**src/rtl/efp_pkg.sv**
```systemverilog
// package for the encoder frame parser: frame constants and shared types
`timescale 1ns / 1ps

package efp_pkg;

	// total frame length including the two header bytes
	localparam int unsigned FRAME_BYTES = 17;
	localparam int unsigned POS_W = 5;

	localparam logic [7:0] HDR_FIRST  = 8'hAA;
	localparam logic [7:0] HDR_SECOND = 8'h01;
	localparam logic [7:0] TRL_FIRST  = 8'h0D;
	localparam logic [7:0] TRL_SECOND = 8'h0A;

	// positions within a frame
	localparam logic [POS_W-1:0] POS_HUNT    = POS_W'(0);
	localparam logic [POS_W-1:0] POS_HDR2    = POS_W'(1);
	localparam logic [POS_W-1:0] POS_LEFT0   = POS_W'(2);
	localparam logic [POS_W-1:0] POS_LEFT3   = POS_W'(5);
	localparam logic [POS_W-1:0] POS_RIGHT0  = POS_W'(6);
	localparam logic [POS_W-1:0] POS_RIGHT3  = POS_W'(9);
	localparam logic [POS_W-1:0] POS_TRL1    = POS_W'(FRAME_BYTES - 2);
	localparam logic [POS_W-1:0] POS_TRL2    = POS_W'(FRAME_BYTES - 1);
	localparam logic [POS_W-1:0] POS_END     = POS_W'(FRAME_BYTES);

	typedef struct packed {
		logic        emit;
		logic [31:0] left_count;
		logic [31:0] right_count;
	} efp_result_t;

endpackage

```
**src/rtl/efp_in_if.sv**
```systemverilog
// request channel carrying received bytes
`timescale 1ns / 1ps

interface efp_in_if;
	logic       valid;
	logic       ready;
	logic [7:0] rx_byte;

	modport source (output valid, output rx_byte, input ready);
	modport sink (input valid, input rx_byte, output ready);
endinterface

```
**src/rtl/efp_out_if.sv**
```systemverilog
// request channel carrying decoded encoder counts
`timescale 1ns / 1ps

interface efp_out_if;
	logic        valid;
	logic        ready;
	logic [31:0] left_count;
	logic [31:0] right_count;

	modport source (output valid, output left_count, output right_count, input ready);
	modport sink (input valid, input left_count, input right_count, output ready);
endinterface

```
**src/rtl/efp_parser.sv**
```systemverilog
// frame state tracker: header hunt, count gathering and trailer check
`timescale 1ns / 1ps

module efp_parser (
	input  logic                 clk,
	input  logic                 arst_n,
	input  logic                 take,
	input  logic [7:0]           rx_byte,
	output efp_pkg::efp_result_t result
);

	logic [efp_pkg::POS_W-1:0] pos_q, pos_d;
	logic [31:0]               left_q, left_d;
	logic [31:0]               right_q, right_d;
	logic                      trl_ok_q, trl_ok_d;
	logic [1:0]                lane_l, lane_r;
	logic                      emit;

	assign lane_l = 2'(pos_q - efp_pkg::POS_LEFT0);
	assign lane_r = 2'(pos_q - efp_pkg::POS_RIGHT0);

	always_comb begin
		pos_d    = pos_q;
		left_d   = left_q;
		right_d  = right_q;
		trl_ok_d = trl_ok_q;
		emit     = 1'b0;
		if (pos_q == efp_pkg::POS_HUNT || pos_q >= efp_pkg::POS_END) begin
			pos_d = (rx_byte == efp_pkg::HDR_FIRST) ? efp_pkg::POS_HDR2 : efp_pkg::POS_HUNT;
		end else if (pos_q == efp_pkg::POS_HDR2) begin
			if (rx_byte == efp_pkg::HDR_SECOND) begin
				pos_d    = efp_pkg::POS_LEFT0;
				left_d   = '0;
				right_d  = '0;
				trl_ok_d = 1'b0;
			end else if (rx_byte == efp_pkg::HDR_FIRST) begin
				// repeated 0xaa starts the header afresh
				pos_d = efp_pkg::POS_HDR2;
			end else begin
				pos_d = efp_pkg::POS_HUNT;
			end
		end else if (pos_q == efp_pkg::POS_TRL2) begin
			pos_d = efp_pkg::POS_HUNT;
			emit  = trl_ok_q && (rx_byte == efp_pkg::TRL_SECOND);
		end else if (pos_q == efp_pkg::POS_TRL1) begin
			trl_ok_d = (rx_byte == efp_pkg::TRL_FIRST);
			pos_d    = pos_q + efp_pkg::POS_W'(1);
		end else begin
			if (pos_q <= efp_pkg::POS_LEFT3) begin
				left_d[{lane_l, 3'b000} +: 8] = rx_byte;
			end else if (pos_q <= efp_pkg::POS_RIGHT3) begin
				right_d[{lane_r, 3'b000} +: 8] = rx_byte;
			end
			pos_d = pos_q + efp_pkg::POS_W'(1);
		end
	end

	always_ff @(posedge clk or negedge arst_n) begin
		if (!arst_n) begin
			pos_q    <= efp_pkg::POS_HUNT;
			left_q   <= '0;
			right_q  <= '0;
			trl_ok_q <= 1'b0;
		end else if (take) begin
			pos_q    <= pos_d;
			left_q   <= left_d;
			right_q  <= right_d;
			trl_ok_q <= trl_ok_d;
		end
	end

	assign result.emit        = take && emit;
	assign result.left_count  = left_q;
	assign result.right_count = right_q;

	a_pos_range: assert property (@(posedge clk) disable iff (!arst_n)
		pos_q < efp_pkg::POS_END)
		else $error("frame position out of range");

	a_emit_at_end: assert property (@(posedge clk) disable iff (!arst_n)
		result.emit |-> (pos_q == efp_pkg::POS_TRL2 && trl_ok_q))
		else $error("result outside frame end");

	a_header_enters: assert property (@(posedge clk) disable iff (!arst_n)
		(take && pos_q == efp_pkg::POS_HDR2 && rx_byte == efp_pkg::HDR_SECOND)
		|=> (pos_q == efp_pkg::POS_LEFT0 && !trl_ok_q))
		else $error("header did not open a frame");

	a_end_hunts: assert property (@(posedge clk) disable iff (!arst_n)
		(take && pos_q == efp_pkg::POS_TRL2) |=> pos_q == efp_pkg::POS_HUNT)
		else $error("no return to hunting after frame");

endmodule

```
**src/rtl/efp_out_stage.sv**
```systemverilog
// result register between the parser and the count channel
`timescale 1ns / 1ps

module efp_out_stage (
	input  logic                 clk,
	input  logic                 arst_n,
	input  efp_pkg::efp_result_t result,
	output logic                 full,
	efp_out_if.source            counts
);

	logic        valid_q;
	logic [31:0] left_q;
	logic [31:0] right_q;

	always_ff @(posedge clk or negedge arst_n) begin
		if (!arst_n) begin
			valid_q <= 1'b0;
		end else if (result.emit) begin
			valid_q <= 1'b1;
		end else if (counts.ready) begin
			valid_q <= 1'b0;
		end
	end

	always_ff @(posedge clk) begin
		if (result.emit) begin
			left_q  <= result.left_count;
			right_q <= result.right_count;
		end
	end

	assign full               = valid_q;
	assign counts.valid       = valid_q;
	assign counts.left_count  = left_q;
	assign counts.right_count = right_q;

	a_load_shows: assert property (@(posedge clk) disable iff (!arst_n)
		result.emit |=> valid_q)
		else $error("loaded result not shown");

	a_no_overwrite: assert property (@(posedge clk) disable iff (!arst_n)
		(valid_q && !counts.ready) |-> !result.emit)
		else $error("waiting result overwritten");

	a_drain: assert property (@(posedge clk) disable iff (!arst_n)
		(valid_q && counts.ready && !result.emit) |=> !valid_q)
		else $error("taken result not cleared");

endmodule

```
**src/rtl/encoder_frame_parser.sv**
```systemverilog
// top level of the wheel encoder frame parser
`timescale 1ns / 1ps

// takes one received byte per cycle on rx and hunts for frames that open with
// 0xaa 0x01 and close with 0x0d 0x0a; a frame is efp_pkg::FRAME_BYTES long,
// bytes 2-5 and 6-9 give the left and right counts, little endian. a good frame
// yields one request on counts, shown from the cycle after its closing byte is
// taken. rx stays ready every cycle except while a finished result waits on
// counts with ready low; the result register is the only point of stall.
// bad frames vanish without a request and hunting resumes at the next byte.
module encoder_frame_parser (
	input  logic      clk,
	input  logic      arst_n,
	efp_in_if.sink    rx,
	efp_out_if.source counts
);

	efp_pkg::efp_result_t result;
	logic                 full;
	logic                 take;

	// a waiting result blocks new bytes only when it is not being taken
	assign rx.ready = !full || counts.ready;
	assign take     = rx.valid && rx.ready;

	efp_parser u_parser (
		.clk     (clk),
		.arst_n  (arst_n),
		.take    (take),
		.rx_byte (rx.rx_byte),
		.result  (result)
	);

	efp_out_stage u_out_stage (
		.clk    (clk),
		.arst_n (arst_n),
		.result (result),
		.full   (full),
		.counts (counts)
	);

endmodule
```
**src/flat_wrapper.sv**
```systemverilog
// flat-port wrapper written by rule: the top's interface ports become plain ports
module encoder_frame_parser_flat 
  (clk, arst_n, rx_valid, rx_rx_byte, rx_ready, counts_valid, counts_left_count, counts_right_count, counts_ready);
  efp_in_if rx_i ();
  efp_out_if counts_i ();
  input  logic clk;
  input  logic arst_n;
  input wire logic [$bits(rx_i.valid)-1:0] rx_valid;
  input wire logic [$bits(rx_i.rx_byte)-1:0] rx_rx_byte;
  output wire logic [$bits(rx_i.ready)-1:0] rx_ready;
  output wire logic [$bits(counts_i.valid)-1:0] counts_valid;
  output wire logic [$bits(counts_i.left_count)-1:0] counts_left_count;
  output wire logic [$bits(counts_i.right_count)-1:0] counts_right_count;
  input wire logic [$bits(counts_i.ready)-1:0] counts_ready;
  assign rx_i.valid = rx_valid;
  assign rx_i.rx_byte = rx_rx_byte;
  assign rx_ready = rx_i.ready;
  assign counts_valid = counts_i.valid;
  assign counts_left_count = counts_i.left_count;
  assign counts_right_count = counts_i.right_count;
  assign counts_i.ready = counts_ready;
  encoder_frame_parser u_core (.clk(clk), .arst_n(arst_n), .rx(rx_i), .counts(counts_i));
endmodule
```
**config.mk**
```make
export PLATFORM = sky130hd
export DESIGN_NAME = encoder_frame_parser_flat
export DESIGN_NICKNAME = d
export VERILOG_FILES = /design/src/rtl/efp_pkg.sv /design/src/rtl/efp_in_if.sv /design/src/rtl/efp_out_if.sv /design/src/rtl/efp_parser.sv /design/src/rtl/efp_out_stage.sv /design/src/rtl/encoder_frame_parser.sv /design/src/flat_wrapper.sv
export SDC_FILE = /design/constraint.sdc
export NUM_CORES = 1
export LEC_CHECK = 0
export BUFFER_PORTS_ARGS = -buffer_cell sky130_fd_sc_hd__clkbuf_2
export CORE_UTILIZATION = 61
export CTS_CLUSTER_DIAMETER = 120
export DETAILED_ROUTE_END_ITERATION = 7
export HOLD_SLACK_MARGIN = 0.02
export PLACE_DENSITY = 0.83
export REMOVE_ABC_BUFFERS = 1
export SYNTH_ARGS = -nofsm -noshare
export SYNTH_HDL_FRONTEND = slang
export SYNTH_HIERARCHICAL = 1
export SYNTH_SLANG_ARGS = --single-unit
```
**constraint.sdc**
```tcl
create_clock -name clk -period 22.4 [get_ports clk]
set_clock_uncertainty 0.15 [all_clocks]
set_input_delay 2.24 -clock clk [delete_from_list [all_inputs] [get_ports clk]]
set_output_delay 2.24 -clock clk [all_outputs]
set_load 0.01 [all_outputs]
```
==> results.cfg <==
[cts]
cts.sinks = 135
cts_made_buffers = 17
clockBufferDepth = 2
cts_setup_buffers = 0
clk_pin_slew_ns = 0.06
cts_resized = 0
htree_num_levels = 4
root_buffer = clkbuf_8
hold_buffers = 0
cts_tree = built
clk_latency_ns = 0.51

[yosys]
synthesis.area_um2 = 5290
synth_most_common_cell = dfrtp_1
synthFlopType = dfrtp_1
yosysSeqAreaShare_pct = 70.0
synthTopCellsByCount = dfrtp_1 (71), edfxtp_1 (64), mux2_2 (62), and2_1 (32), nor2_1 (9)
synthTopCellsByArea = edfxtp_1 (36%), dfrtp_1 (34%), mux2_2 (13%)
synth_warnings = 6
synth_top_area_share_pct = 36.4
syn_area_per_cell_um2 = 16.5
synth_seq_cells = 135
syn-instance-count = 320
yosysUniqueCellTypes = 44
yosys.area.top_type = edfxtp_1
synthArstFlopShare_pct = 52.6
synth-edff-count = 64

[pwr]
clkPwrFrac_pct = 40.6
internal_power_mw = 0.491
p_switching_mw = 0.183
power.density_nw_per_um2 = 106
finalPower_mw = 0.675
p_sw_share_pct = 27.2
ir_worst_vdd_mv = 0.0776
combPwrFrac_pct = 16.0
p_leak_nw = 2.96
seqPwrFrac_pct = 43.3

[grt]
grt_max_degree = 72
antenna_found_initial = 0
grt_use_total_pct = 25.0
overflow = 0
grt_pass1_vias = 3130
grt_pass1_wl_um = 16200

[finish]
syn2layout_area_growth_pct = 21.0
drive_gt1_share_pct = 43.4
diodes = 0
layout.nets = 431
filler_cell_count = 495
utilization_pct = 77.0

[floorplanning]
die_area_um2 = 9040
rows = 33
die_h_um = 95.1
start_util_pct = 63.7
placeableCoreArea_um2 = 8300
design.portCount = 78
die_width_um = 95.1

[critical_path]
cp-start-kind = input pin
endpoint_kind = register
crit_start = rx_rx_byte[7]
worstSetupPathType = input pin to register
max_stage_delay_ns = 0.91
critical_path.cell_chain = clkbuf_2, or4b_1, o21ai_1, nand4_1, nor4_4, mux2_2
critPathTopFamily = simple AND/OR/NAND/NOR gates
crit_end = u_core/u_parser/right_q[0]$_DFFE_PN0P_
cp_max_fo = 10
reg2reg_from = u_core/u_parser/pos_q[1]$_DFFE_PN0P_
worstPathRequired_ns = 22.64
r2r_end = u_core/u_parser/right_q[0]$_DFFE_PN0P_
r2r_setup_slack_ns = 18.56
critPathSlowestCell = nor4_4
worst-path-buf-inv = 1
worst_r2r_path_depth = 7
path_depth = 6
crit_arrival_ns = 5.25

[timing]
relSlewSlack_pct = 34.4
maxSlewViolCount = 0
finalHoldViolations = 0
setup_viol = 0
rsz0062_at_grt = no
worstMarginPinSlew_ns = 0.981
timing.final.crit_share_pct = 22.4
min_period_ns = 5.01
setup_ws_ns = 17.39
tns_ns = 0
max_freq_mhz = 200

[drt]
drt_wl_total_um = 10100
wl_per_cell_um = 19.0
vias = 3021
drc = 0
ant_nets = 0
first_pass_iters = 4
initialDrtViolationCount = 203
avgViaCountPerCell = 5.69

[hold_path]
min-delay-path-class = register to register

[flow_run]
drv_cap = 0

[status]
status = finished, final reports clean

[place]
place_ws_ns = 16.91
gp_congestion = 0.970
dp_hpwl_um = 6520
io_buffer_count = 77
## metal layers
layer	wire [um]	track usage [%]	vias up
met2	5140	41.1	120
met3	640	5.50	17
met5	0	0	-
met4	167	8.59	0
met1	4140	33.1	1511
li1	-	-	1373
## cell families after synthesis
group / count (synthesis) / synth area share, %
flops: 135 / 70.0
simple gates: 80 / 11.0
mux: 65 / 13.8
compound gates: 22 / 2.72
buf+inv: 12 / 1.02
fa+ha+maj: 6 / 1.42
## sequential cells by signal, summed over array words and instances, names as in the netlist
signal / flops
u_core/u_parser/pos_q: 5
u_core/u_parser/right_q: 32
u_core/u_out_stage/counts.valid: 1
u_core/u_parser/trl_ok_q: 1
u_core/u_out_stage/counts.left_count: 32
u_core/u_parser/left_q: 32
u_core/u_out_stage/counts.right_count: 32
## metrics by stage
| step | hold slack, ns | cells | cell area [um2] |
|---|---|---|---|
| 2_1_floorplan | 0.268 | 313 | 5250 |
| 3_3_place_gp | 0.277 | 499 | 5800 |
| 3_5_place_dp | 0.278 | 499 | 5800 |
| 4_1_cts | 0.292 | 531 | 6390 |
| 5_1_grt | 0.301 | 531 | 6390 |
| 6_report | 0.290 | 531 | 6390 |
## cells in the final DEF (no fill, tap or decap), types with 3 or more instances in the layout
| master | n |
|---|---|
| a21oi_1 | 5 |
| and2_1 | 32 |
| and3_1 | 4 |
| buf_4 | 4 |
| bufinv_16 | 3 |
| clkbuf_16 | 16 |
| clkbuf_2 | 76 |
| dfrtp_1 | 71 |
| edfxtp_1 | 64 |
| ha_1 | 6 |
| inv_1 | 5 |
| inv_6 | 5 |
| mux2_2 | 62 |
| nand2_1 | 5 |
| nand3_1 | 5 |
| nor2_1 | 9 |
| nor3_4 | 4 |
| nor4_4 | 4 |
| o21ai_0 | 5 |
## final cells by class
class	instances	area [um2]	area share [%]
Sequential cell	135	3700	57.9
Clock inverter	14	171	2.68
Tap cell	105	131	2.06
Multi-Input combinational cell	173	1540	24.1
Timing Repair Buffer	81	415	6.50
Clock buffer	18	418	6.54
Inverter	5	18.8	0.294
## power by group through the flow
| stage | Sequential [mW] | Clock [mW] | Combinational (mW) |
|---|---|---|---|
| after floorplan | 0.292 | 0 | 0.0816 |
| after global placement | 0.295 | 0 | 0.105 |
| after detailed placement | 0.296 | 0 | 0.106 |
| after CTS | 0.292 | 0.278 | 0.108 |
| after global routing | 0.294 | 0.289 | 0.118 |
| final | 0.292 | 0.274 | 0.108 |
## worst min-delay path by stage
stage | startpoint | endpoint | slack [ns] | depth (start not counted)
2_1_floorplan | u_core/u_parser/right_q[30]$_DFFE_PN0P_ | u_core/u_out_stage/counts.right_count[30]$_DFFE_PP_ | 0.27 | 0
3_3_place_gp | u_core/u_parser/right_q[5]$_DFFE_PN0P_ | u_core/u_out_stage/counts.right_count[5]$_DFFE_PP_ | 0.28 | 0
3_5_place_dp | u_core/u_parser/right_q[18]$_DFFE_PN0P_ | u_core/u_out_stage/counts.right_count[18]$_DFFE_PP_ | 0.28 | 0
4_1_cts | u_core/u_parser/left_q[3]$_DFFE_PN0P_ | u_core/u_out_stage/counts.left_count[3]$_DFFE_PP_ | 0.29 | 0
5_1_grt | u_core/u_parser/right_q[31]$_DFFE_PN0P_ | u_core/u_out_stage/counts.right_count[31]$_DFFE_PP_ | 0.30 | 0
6_report | u_core/u_parser/left_q[3]$_DFFE_PN0P_ | u_core/u_out_stage/counts.left_count[3]$_DFFE_PP_ | 0.29 | 0
## worst register-to-register path, delay by kind of cell (launching register included)
family | cells | cell delay, ns
flip-flops | 1 | 0.44
buffers and inverters | 1 | 0.15
adder cells (fa/ha/maj) | 1 | 0.28
multiplexers | 1 | 0.42
AND/OR/NAND/NOR | 4 | 2.27
Note: power is estimated with default switching activity, not from simulation.
